[src/rtl/qrs_pkg.sv]
// shared types and constants for the query retry scheduler
// no dependencies; imported by qrs_unit, qrs_table and the top level
`default_nettype none

package qrs_pkg;

    localparam int TABLE_DEPTH = 16;
    localparam int IDX_BITS    = $clog2(TABLE_DEPTH);
    localparam int CNT_BITS    = $clog2(TABLE_DEPTH + 1);
    localparam int TIME_BITS   = 32;
    localparam int ADDR_BITS   = 16;
    localparam int ATT_BITS    = 4;
    localparam int DLY_BITS    = 16;
    localparam int PASS_BITS   = 2;
    localparam int CMD_BITS    = 2;
    localparam int PKT_BITS    = 3;
    localparam int RES_BITS    = 2;
    localparam int CFG_IDX_BITS = 2;
    localparam int IN_BYTES_BITS  = 24;
    localparam int OUT_BYTES_BITS = 24;

    // command codes
    localparam logic [CMD_BITS-1:0] CMD_ENQ  = 2'd0;
    localparam logic [CMD_BITS-1:0] CMD_RSP  = 2'd1;
    localparam logic [CMD_BITS-1:0] CMD_TICK = 2'd2;

    // event codes
    localparam logic [RES_BITS-1:0] EV_TRIGGER  = 2'd0;
    localparam logic [RES_BITS-1:0] EV_EXPIRE   = 2'd1;
    localparam logic [RES_BITS-1:0] EV_OVERFLOW = 2'd2;

    // configuration register indexes
    localparam logic [CFG_IDX_BITS-1:0] CFG_QUERY_DELAY  = 2'd0;
    localparam logic [CFG_IDX_BITS-1:0] CFG_RETRY_DELAY  = 2'd1;
    localparam logic [CFG_IDX_BITS-1:0] CFG_MAX_ATTEMPTS = 2'd2;
    localparam logic [CFG_IDX_BITS-1:0] CFG_MAX_PER_PASS = 2'd3;

    // configuration reset values
    localparam logic [DLY_BITS-1:0]  RST_QUERY_DELAY  = 16'd2000;
    localparam logic [DLY_BITS-1:0]  RST_RETRY_DELAY  = 16'd3000;
    localparam logic [ATT_BITS-1:0]  RST_MAX_ATTEMPTS = 4'd3;
    localparam logic [PASS_BITS-1:0] RST_MAX_PER_PASS = 2'd3;

    typedef struct packed {
        logic [ADDR_BITS-1:0] addr;
        logic [ATT_BITS-1:0]  att;
        logic [TIME_BITS-1:0] due;
    } t_entry;

endpackage

`default_nettype wire

[src/rtl/qrs_unit.sv]
// shared add/subtract unit for time arithmetic
// depends on qrs_pkg
`default_nettype none

module qrs_unit (
    input  wire logic [qrs_pkg::TIME_BITS-1:0] i_a,
    input  wire logic [qrs_pkg::TIME_BITS-1:0] i_b,
    input  wire logic                          i_sub,
    output logic      [qrs_pkg::TIME_BITS-1:0] o_y
);
    import qrs_pkg::*;

    // wraps at TIME_BITS, subtract by two's complement
    assign o_y = i_sub ? (i_a - i_b) : (i_a + i_b);

endmodule

`default_nettype wire

[src/rtl/qrs_table.sv]
// entry store for pending queries: one write port, one read port
// depends on qrs_pkg
`default_nettype none

module qrs_table (
    input  wire logic                         i_clk,
    input  wire logic                         i_we,
    input  wire logic [qrs_pkg::IDX_BITS-1:0] i_widx,
    input  wire qrs_pkg::t_entry              i_wdata,
    input  wire logic [qrs_pkg::IDX_BITS-1:0] i_ridx,
    output qrs_pkg::t_entry                   o_rdata
);
    import qrs_pkg::*;

    t_entry r_mem [TABLE_DEPTH];

    always_ff @(posedge i_clk) begin
        if (i_we) begin
            r_mem[i_widx] <= i_wdata;
        end
    end

    assign o_rdata = r_mem[i_ridx];

endmodule

`default_nettype wire

[src/rtl/query_retry_scheduler_top.sv]
// query retry scheduler top level: sequencer, config registers, output stage
// depends on qrs_pkg, qrs_unit, qrs_table
// sequence: enqueue forms the due time, then appends one entry per packet; response scans for the address
//   and closes its gap; tick advances time, then runs max_per_pass scan passes, each expiry closing its gap
// throughput: one input word at a time; the next word is accepted only once the sequencer is back in idle
// reset: table empty, time zero, config registers at defaults; no clearing pass
`default_nettype none

module query_retry_scheduler_top (
    input  wire logic                                i_clk,
    input  wire logic                                i_rst_n,
    // input word: cmd [1:0], target_address [17:2], packet_count [20:18], zero pad
    input  wire logic [qrs_pkg::IN_BYTES_BITS-1:0]   s_axis_tdata,
    input  wire logic                                s_axis_tvalid,
    output logic                                     s_axis_tready,
    // result word: event_res [1:0], event_address [17:2], zero pad
    output logic [qrs_pkg::OUT_BYTES_BITS-1:0]       m_axis_tdata,
    output logic                                     m_axis_tlast,
    output logic                                     m_axis_tvalid,
    input  wire logic                                m_axis_tready,
    // configuration write port
    input  wire logic                                i_cfg_we,
    input  wire logic [qrs_pkg::CFG_IDX_BITS-1:0]    i_cfg_idx,
    input  wire logic [qrs_pkg::DLY_BITS-1:0]        i_cfg_data
);
    import qrs_pkg::*;

    typedef enum logic [3:0] {
        S_IDLE,
        S_ENQ_DUE,
        S_ENQ_WR,
        S_RSP_SCAN,
        S_SHIFT,
        S_TICK_TIME,
        S_PASS,
        S_SCAN,
        S_PICK,
        S_FIN
    } t_state;

    t_state r_state;
    t_state r_ret;

    // config registers
    logic [DLY_BITS-1:0]  r_qdelay;
    logic [DLY_BITS-1:0]  r_rdelay;
    logic [ATT_BITS-1:0]  r_maxatt;
    logic [PASS_BITS-1:0] r_maxpass;

    // item registers
    logic [ADDR_BITS-1:0] r_addr;
    logic [PKT_BITS-1:0]  r_cnt;

    // table bookkeeping and time
    logic [CNT_BITS-1:0]  r_used;
    logic [TIME_BITS-1:0] r_time;
    logic [TIME_BITS-1:0] r_tmp;

    // scan state
    logic [CNT_BITS-1:0]  r_idx;
    logic [IDX_BITS-1:0]  r_rm;
    logic [IDX_BITS-1:0]  r_pick;
    logic                 r_found;
    logic [TIME_BITS-1:0] r_best;
    logic [PASS_BITS-1:0] r_pass;

    // held result, released once the next one is known (sets tlast)
    logic                 r_pend_valid;
    logic [RES_BITS-1:0]  r_pend_res;
    logic [ADDR_BITS-1:0] r_pend_addr;

    // output register
    logic                 r_ovalid;
    logic [RES_BITS-1:0]  r_ores;
    logic [ADDR_BITS-1:0] r_oaddr;
    logic                 r_olast;

    // input fields
    logic [CMD_BITS-1:0]  in_cmd;
    logic [ADDR_BITS-1:0] in_addr;
    logic [PKT_BITS-1:0]  in_cnt;

    assign in_cmd  = s_axis_tdata[CMD_BITS-1:0];
    assign in_addr = s_axis_tdata[CMD_BITS+ADDR_BITS-1:CMD_BITS];
    assign in_cnt  = s_axis_tdata[CMD_BITS+ADDR_BITS+PKT_BITS-1:CMD_BITS+ADDR_BITS];

    // table ports
    logic                 tbl_we;
    logic [IDX_BITS-1:0]  tbl_widx;
    t_entry               tbl_wdata;
    logic [IDX_BITS-1:0]  tbl_ridx;
    t_entry               tbl_rd;

    // shared unit ports
    logic [TIME_BITS-1:0] u_a;
    logic [TIME_BITS-1:0] u_b;
    logic                 u_sub;
    logic [TIME_BITS-1:0] u_y;

    // derived control
    logic                 out_free;
    logic                 can_emit;
    logic                 load_out;
    logic [CNT_BITS-1:0]  rm_next;
    logic                 shift_more;
    logic                 scan_end;
    logic                 better;
    logic                 rsp_match;
    logic                 table_full;
    logic                 do_trigger;

    assign out_free   = !r_ovalid || m_axis_tready;
    // a new result needs the held slot free, or the held one moving to the output
    assign can_emit   = !r_pend_valid || out_free;
    assign rm_next    = CNT_BITS'(r_rm) + CNT_BITS'(1);
    assign shift_more = rm_next < r_used;
    assign scan_end   = r_idx == r_used;
    assign table_full = r_used == CNT_BITS'(TABLE_DEPTH);
    // output register reloads from the held slot this cycle
    assign load_out   = r_pend_valid && out_free &&
                        ((r_state == S_PICK) || (r_state == S_FIN) ||
                         ((r_state == S_ENQ_WR) && (r_cnt != '0) && table_full));
    assign rsp_match  = (tbl_rd.addr == r_addr) && (tbl_rd.att != '0);
    // due means a positive signed gap; larger gap is more overdue
    assign better     = (u_y != '0) && !u_y[TIME_BITS-1] && (u_y > r_best);
    assign do_trigger = tbl_rd.att < r_maxatt;

    // read address follows the active loop
    always_comb begin
        unique case (r_state)
            S_SHIFT: tbl_ridx = rm_next[IDX_BITS-1:0];
            S_PICK:  tbl_ridx = r_pick;
            default: tbl_ridx = r_idx[IDX_BITS-1:0];
        endcase
    end

    // operand select for the shared unit
    always_comb begin
        u_a   = r_time;
        u_b   = '0;
        u_sub = 1'b0;
        unique case (r_state)
            S_ENQ_DUE:   u_b = TIME_BITS'(r_qdelay);
            S_TICK_TIME: u_b = TIME_BITS'(1);
            S_SCAN: begin
                u_b   = tbl_rd.due;
                u_sub = 1'b1;
            end
            S_PICK: begin
                u_a = tbl_rd.due;
                u_b = TIME_BITS'(r_rdelay);
            end
            default: u_b = '0;
        endcase
    end

    // table write: append, close gap, or update on trigger
    always_comb begin
        tbl_we    = 1'b0;
        tbl_widx  = r_rm;
        tbl_wdata = tbl_rd;
        unique case (r_state)
            S_ENQ_WR: begin
                tbl_widx       = r_used[IDX_BITS-1:0];
                tbl_wdata.addr = r_addr;
                tbl_wdata.att  = '0;
                tbl_wdata.due  = r_tmp;
                tbl_we         = (r_cnt != '0) && !table_full;
            end
            S_SHIFT: begin
                tbl_we = shift_more;
            end
            S_PICK: begin
                tbl_widx      = r_pick;
                tbl_wdata.att = tbl_rd.att + ATT_BITS'(1);
                tbl_wdata.due = u_y;
                tbl_we        = do_trigger && can_emit && r_found;
            end
            default: tbl_we = 1'b0;
        endcase
    end

    qrs_table u_table (
        .i_clk   (i_clk),
        .i_we    (tbl_we),
        .i_widx  (tbl_widx),
        .i_wdata (tbl_wdata),
        .i_ridx  (tbl_ridx),
        .o_rdata (tbl_rd)
    );

    qrs_unit u_unit (
        .i_a   (u_a),
        .i_b   (u_b),
        .i_sub (u_sub),
        .o_y   (u_y)
    );

    // sequencer, config and output stage
    always_ff @(posedge i_clk) begin
        if (!i_rst_n) begin
            r_state      <= S_IDLE;
            r_ret        <= S_IDLE;
            r_qdelay     <= RST_QUERY_DELAY;
            r_rdelay     <= RST_RETRY_DELAY;
            r_maxatt     <= RST_MAX_ATTEMPTS;
            r_maxpass    <= RST_MAX_PER_PASS;
            r_used       <= '0;
            r_time       <= '0;
            r_pend_valid <= 1'b0;
            r_ovalid     <= 1'b0;
            r_found      <= 1'b0;
        end else begin
            if (i_cfg_we) begin
                unique case (i_cfg_idx)
                    CFG_QUERY_DELAY:  r_qdelay  <= i_cfg_data;
                    CFG_RETRY_DELAY:  r_rdelay  <= i_cfg_data;
                    CFG_MAX_ATTEMPTS: r_maxatt  <= i_cfg_data[ATT_BITS-1:0];
                    CFG_MAX_PER_PASS: r_maxpass <= i_cfg_data[PASS_BITS-1:0];
                    default:          r_qdelay  <= r_qdelay;
                endcase
            end

            // output word taken and nothing loaded behind it
            if (r_ovalid && m_axis_tready && !load_out) begin
                r_ovalid <= 1'b0;
            end

            unique case (r_state)
                S_IDLE: begin
                    if (s_axis_tvalid) begin
                        r_addr <= in_addr;
                        r_cnt  <= in_cnt;
                        r_idx  <= '0;
                        unique case (in_cmd)
                            CMD_ENQ:  r_state <= S_ENQ_DUE;
                            CMD_RSP:  r_state <= S_RSP_SCAN;
                            CMD_TICK: r_state <= S_TICK_TIME;
                            default:  r_state <= S_FIN;
                        endcase
                    end
                end

                S_ENQ_DUE: begin
                    r_tmp   <= u_y;
                    r_state <= S_ENQ_WR;
                end

                S_ENQ_WR: begin
                    if (r_cnt == '0) begin
                        r_state <= S_FIN;
                    end else if (table_full) begin
                        // surplus dropped, one overflow word
                        if (can_emit) begin
                            if (r_pend_valid) begin
                                r_ovalid <= 1'b1;
                                r_ores   <= r_pend_res;
                                r_oaddr  <= r_pend_addr;
                                r_olast  <= 1'b0;
                            end
                            r_pend_valid <= 1'b1;
                            r_pend_res   <= EV_OVERFLOW;
                            r_pend_addr  <= r_addr;
                            r_state      <= S_FIN;
                        end
                    end else begin
                        r_used <= r_used + CNT_BITS'(1);
                        r_cnt  <= r_cnt - PKT_BITS'(1);
                    end
                end

                S_RSP_SCAN: begin
                    if (scan_end) begin
                        r_state <= S_FIN;
                    end else if (rsp_match) begin
                        r_rm    <= r_idx[IDX_BITS-1:0];
                        r_ret   <= S_FIN;
                        r_state <= S_SHIFT;
                    end else begin
                        r_idx <= r_idx + CNT_BITS'(1);
                    end
                end

                // close the gap one slot per cycle, then drop the tail
                S_SHIFT: begin
                    if (shift_more) begin
                        r_rm <= rm_next[IDX_BITS-1:0];
                    end else begin
                        r_used  <= r_used - CNT_BITS'(1);
                        r_state <= r_ret;
                    end
                end

                S_TICK_TIME: begin
                    r_time  <= u_y;
                    r_pass  <= '0;
                    r_state <= S_PASS;
                end

                S_PASS: begin
                    if (r_pass == r_maxpass) begin
                        r_state <= S_FIN;
                    end else begin
                        r_idx   <= '0;
                        r_found <= 1'b0;
                        r_best  <= '0;
                        r_state <= S_SCAN;
                    end
                end

                // strict greater keeps the oldest on ties
                S_SCAN: begin
                    if (scan_end) begin
                        if (r_found) begin
                            r_state <= S_PICK;
                        end else begin
                            r_pass  <= r_pass + PASS_BITS'(1);
                            r_state <= S_PASS;
                        end
                    end else begin
                        if (better) begin
                            r_best  <= u_y;
                            r_pick  <= r_idx[IDX_BITS-1:0];
                            r_found <= 1'b1;
                        end
                        r_idx <= r_idx + CNT_BITS'(1);
                    end
                end

                S_PICK: begin
                    if (can_emit) begin
                        if (r_pend_valid) begin
                            r_ovalid <= 1'b1;
                            r_ores   <= r_pend_res;
                            r_oaddr  <= r_pend_addr;
                            r_olast  <= 1'b0;
                        end
                        r_pend_valid <= 1'b1;
                        r_pend_addr  <= tbl_rd.addr;
                        r_pass       <= r_pass + PASS_BITS'(1);
                        r_found      <= 1'b0;
                        if (do_trigger) begin
                            r_pend_res <= EV_TRIGGER;
                            r_state    <= S_PASS;
                        end else begin
                            r_pend_res <= EV_EXPIRE;
                            r_rm       <= r_pick;
                            r_ret      <= S_PASS;
                            r_state    <= S_SHIFT;
                        end
                    end
                end

                // release the held word as the final one of this item
                S_FIN: begin
                    if (!r_pend_valid) begin
                        r_state <= S_IDLE;
                    end else if (out_free) begin
                        r_ovalid     <= 1'b1;
                        r_ores       <= r_pend_res;
                        r_oaddr      <= r_pend_addr;
                        r_olast      <= 1'b1;
                        r_pend_valid <= 1'b0;
                        r_state      <= S_IDLE;
                    end
                end

                default: r_state <= S_IDLE;
            endcase
        end
    end

    assign s_axis_tready = r_state == S_IDLE;
    assign m_axis_tvalid = r_ovalid;
    assign m_axis_tlast  = r_olast;
    assign m_axis_tdata  = {{(OUT_BYTES_BITS - RES_BITS - ADDR_BITS){1'b0}}, r_oaddr, r_ores};

    // table fill never passes its depth
    a_used_bound: assert property (@(posedge i_clk) disable iff (!i_rst_n)
        r_used <= CNT_BITS'(TABLE_DEPTH))
        else $error("table fill count above depth");

    // fill count moves by at most one per cycle
    a_used_step: assert property (@(posedge i_clk) disable iff (!i_rst_n)
        1'b1 |=> (r_used == $past(r_used)) || (r_used == $past(r_used) + CNT_BITS'(1))
                 || (r_used + CNT_BITS'(1) == $past(r_used)))
        else $error("fill count jumped");

    // time only advances in the tick step
    a_time_hold: assert property (@(posedge i_clk) disable iff (!i_rst_n)
        (r_state != S_TICK_TIME) |=> (r_time == $past(r_time)))
        else $error("time changed outside tick");

    // a held word is never overwritten while the output is stalled
    a_no_loss: assert property (@(posedge i_clk) disable iff (!i_rst_n)
        (r_pend_valid && r_ovalid && !m_axis_tready) |=> r_pend_valid
            && (r_pend_res == $past(r_pend_res)) && (r_pend_addr == $past(r_pend_addr)))
        else $error("held result lost");

    // one word at a time: not ready right after acceptance
    a_one_item: assert property (@(posedge i_clk) disable iff (!i_rst_n)
        (s_axis_tvalid && s_axis_tready) |=> !s_axis_tready)
        else $error("accepted twice in a row");

endmodule

`default_nettype wire
[config.mk]
export PLATFORM = sky130hd
export DESIGN_NAME = query_retry_scheduler_top
export DESIGN_NICKNAME = d
export VERILOG_FILES = /design/src/rtl/qrs_pkg.sv /design/src/rtl/qrs_unit.sv /design/src/rtl/qrs_table.sv /design/src/rtl/query_retry_scheduler_top.sv
export SDC_FILE = /design/constraint.sdc
export NUM_CORES = 2
export LEC_CHECK = 0
export ABC_AREA = 1
export BUFFER_PORTS_ARGS = -buffer_cell sky130_fd_sc_hd__buf_2
export CORE_MARGIN = 2
export CORE_UTILIZATION = 60
export CTS_CLUSTER_SIZE = 24
export DETAILED_ROUTE_END_ITERATION = 7
export PLACE_DENSITY_LB_ADDON = 0.1
export SYNTH_ARGS = -nofsm -noshare
export SYNTH_HDL_FRONTEND = slang
export SYNTH_HIERARCHICAL = 1
export SYNTH_SLANG_ARGS = --single-unit
[constraint.sdc]
create_clock -name i_clk -period 19.95 [get_ports i_clk]
set_input_delay 3.99 -clock i_clk [delete_from_list [all_inputs] [get_ports i_clk]]
set_output_delay 3.99 -clock i_clk [all_outputs]
set_load 0.03 [all_outputs]
==> reports/qor.yml <==
floorplan:
  rows: 106
  die_x_um: 293.3
  die_y_um: 293.3
  pin_count: 74
  dieArea_um2: 86000
  core_um2: 83290
  start_util_pct: 60.27
grt:
  grt_pass1_vias: 33944
  antenna_found_initial: 2
  grt-ovfl-total: 0
  grt_max_degree: 129
  grt_pass1_wl_mm: 197.7
  gr-usage-all-layers_pct: 30.25
worst_setup_path:
  cpMostUsedCell: "nand2_1"
  end_kind: "register"
  crit_arrival_ps: 11510
  cp_slowest_cell: "buf_4"
  start_kind: "register"
  critPathKind: "register to register"
  critPathRequiredTime_ps: 20260
  critical_path_peak_fanout: 128
  max_stage_delay_ps: 890
finish:
  drive_gt1_share_pct: 6.852
  final_common_cell: "nand2_1"
  final_nets: 5558
  layout_common_cells: "nand2_1, edfxtp_1, inv_1, nand3_1, nor2_1"
  n_antenna_cell: 0
  area_growth_pct: 9.294
clock_network:
  htreeDepth: 3
  postCtsResizedCells: 0
  numCtsBuffers: 107
  clk_pin_slew_ps: 60
  hold_buffers: 0
  clock_latency_ps: 690
  cts_setup_buffers: 0
  clock_sinks: 1051
  clockRootBuffer: "clkbuf_16"
  cts_max_path_buffers: 3
  tritoncts: "yes"
synth:
  synth_area_leader_cell: "edfxtp_1"
  synth_cells: 5414
  netlist_top_cells_area: "edfxtp_1, nand2_1, inv_1"
  netlist_area_um2: 50200
  async_flop_share_pct: 0
  synth_top_area_share_pct: 57.84
  yosys_warnings: 6
  synth_edf_count: 967
  ys_ff_latch: 1051
  synthFlopType: "edfxtp_1"
  synth_area_per_cell_um2: 9.273
  ys_seq_area_share_pct: 61.19
  netlist-cell-type-count: 53
sta:
  setup_viol: 0
  fin_worst_skew_ps: 28.39
  rsz0062_at_grt: "false"
  slew_violations: 0
  fin_tns_setup_ps: 0
  fin_crit_sh_pct: 56.16
  fmax_mhz: 89.25
  max_slew_margin_pct: 5.606
  post-route-min-period_ps: 11200
  hold_viol: 0
  holdWs_ps: 417.5
  tightest_slew_ps: 1416
drt:
  vias: 36603
  vias_per_cell: 5.548
  drt_iter0_markers: 3326
  dr.pass1.iters: 6
  wl_per_cell_um: 19.83
  finalWirelength_mm: 130.8
  drc: 0
  antenna_left: 0
min_path:
  hp-class: "register to register"
placed_design:
  hpwl_mm: 75.31
  gp_congestion: 0.9332
  io_buffers: 64
power:
  peakVddDrop_mv: 0.1250
  power.density_nw_per_um2: 180.6
  leakage_nw: 24.10
outcome:
  status: "finished, final reports clean"
flow_run:
  drv_cap: 0
==> through the flow <==
step           std cells  setup slack, ps  utilization (%)  total power, mW  area (µm²)
3_5_place_dp        6400             9035            61.84            7.958       51510
6_report            6597             8745            65.88            9.910       54870
4_1_cts             6597             9012            65.88            9.887       54870
5_1_grt             6597             8300            65.88            10.50       54870
3_3_place_gp        6400             9063            61.84            7.881       51510
2_1_floorplan       5419            12330                -            6.470       50220
==> worst paths after layout <==
kind,slack [ps],endpoint,depth (start not counted),start
worst min-delay path,420,r_oaddr[8]$_DFFE_PP_,0,r_pend_addr[8]$_DFFE_PP_
worst max-delay path,8750,r_best[28]$_SDFFCE_PN0P_,46,r_state[0]$_SDFFE_PN0P_
worst min register to register,420,r_oaddr[8]$_DFFE_PP_,0,r_pend_addr[8]$_DFFE_PP_
worst max register to register,8750,r_best[28]$_SDFFCE_PN0P_,46,r_state[0]$_SDFFE_PN0P_
==> kinds of logic (layout without fill, tap and decap cells) <==
group | count (synthesis) | count (layout) | share of synthesized area, %
AND/OR/NAND/NOR | 2687 | 2687 | 22.39
buffers and inverters | 1203 | 1301 | 9.473
flip-flops | 1051 | 1051 | 61.19
AO/OA/AOI/OAI | 327 | 327 | 3.768
adder cells (fa/ha/maj) | 82 | 82 | 2.074
XOR/XNOR | 63 | 63 | 1.099
other | 1 | 6 | 0.007470
==> flip-flops by register name (all words and copies together) (netlist names), 2 cells and up <==
name,count
u_table/r_mem,832
r_best,32
r_time,32
r_tmp,32
r_addr,16
r_oaddr,16
r_pend_addr,16
r_qdelay,16
r_rdelay,16
r_idx,5
r_used,5
r_maxatt,4
r_pick,4
r_rm,4
r_state,4
r_cnt,3
r_maxpass,2
r_ores,2
r_pass,2
r_pend_res,2
r_ret,2
==> area by class of cell <==
| type | instances | area [µm²] |
|---|---|---|
| flip-flops and latches | 1051 | 30720 |
| fillers | 6573 | 28420 |
| multi-input cells | 3165 | 14900 |
| inverters | 964 | 3641 |
| clock buffers | 145 | 2965 |
| well taps | 1080 | 1351 |
| repair buffers | 140 | 890.9 |
| clock inverters | 52 | 395.4 |
==> per-layer routing <==
| layer | global-route usage, % | share of wire [%] | vias to the layer above |
|---|---|---|---|
| met1 | 40.97 | 42 | 17422 |
| li1 | - | - | 17499 |
| met3 | 3.517 | 7.1 | 282 |
| met4 | 11.55 | 3.7 | 2 |
| met5 | 0 | 0.0084 | - |
| met2 | 50.54 | 48 | 1398 |
==> cell usage after synthesis (all sizes together) (2+ instances only) <==
| cell type | count |
|---|---|
| inv | 960 |
| clkbuf | 65 |
| or2 | 2 |
| nand2 | 1675 |
| xnor2 | 25 |
| nand3b | 4 |
| a211oi | 2 |
| nor3 | 11 |
| o211ai | 26 |
| o21ai | 150 |
| a21oi | 98 |
| edfxtp | 967 |
| a31oi | 4 |
| and3 | 3 |
| buf | 174 |
| clkinv | 4 |
| o221ai | 34 |
| fa | 2 |
| nand4 | 20 |
| ha | 80 |
| o21bai | 5 |
| dfxtp | 84 |
| xor2 | 38 |
| a21o | 2 |
| nor4 | 2 |
| nand3 | 708 |
| nor2 | 260 |
==> report_power, final <==
| part | leakage [nW] | switching (mW) | total [mW] | internal [mW] |
|---|---|---|---|---|
| clock | 1.64 | 0.826 | 1.92 | 1.09 |
| combinational | 13.0 | 3.43 | 4.60 | 1.17 |
| sequential | 9.47 | 0.0499 | 3.39 | 3.34 |
==> worst max-delay path, delay by kind of cell (launching register included) <==
family	cells	cell delay [ps]
compound gates	4	740
xor+xnor	1	160
fa+ha+maj	3	1010
buf+inv	10	3730
flops	1	400
simple gates	28	4420
No activity file was read; power rests on OpenSTA's default activity.
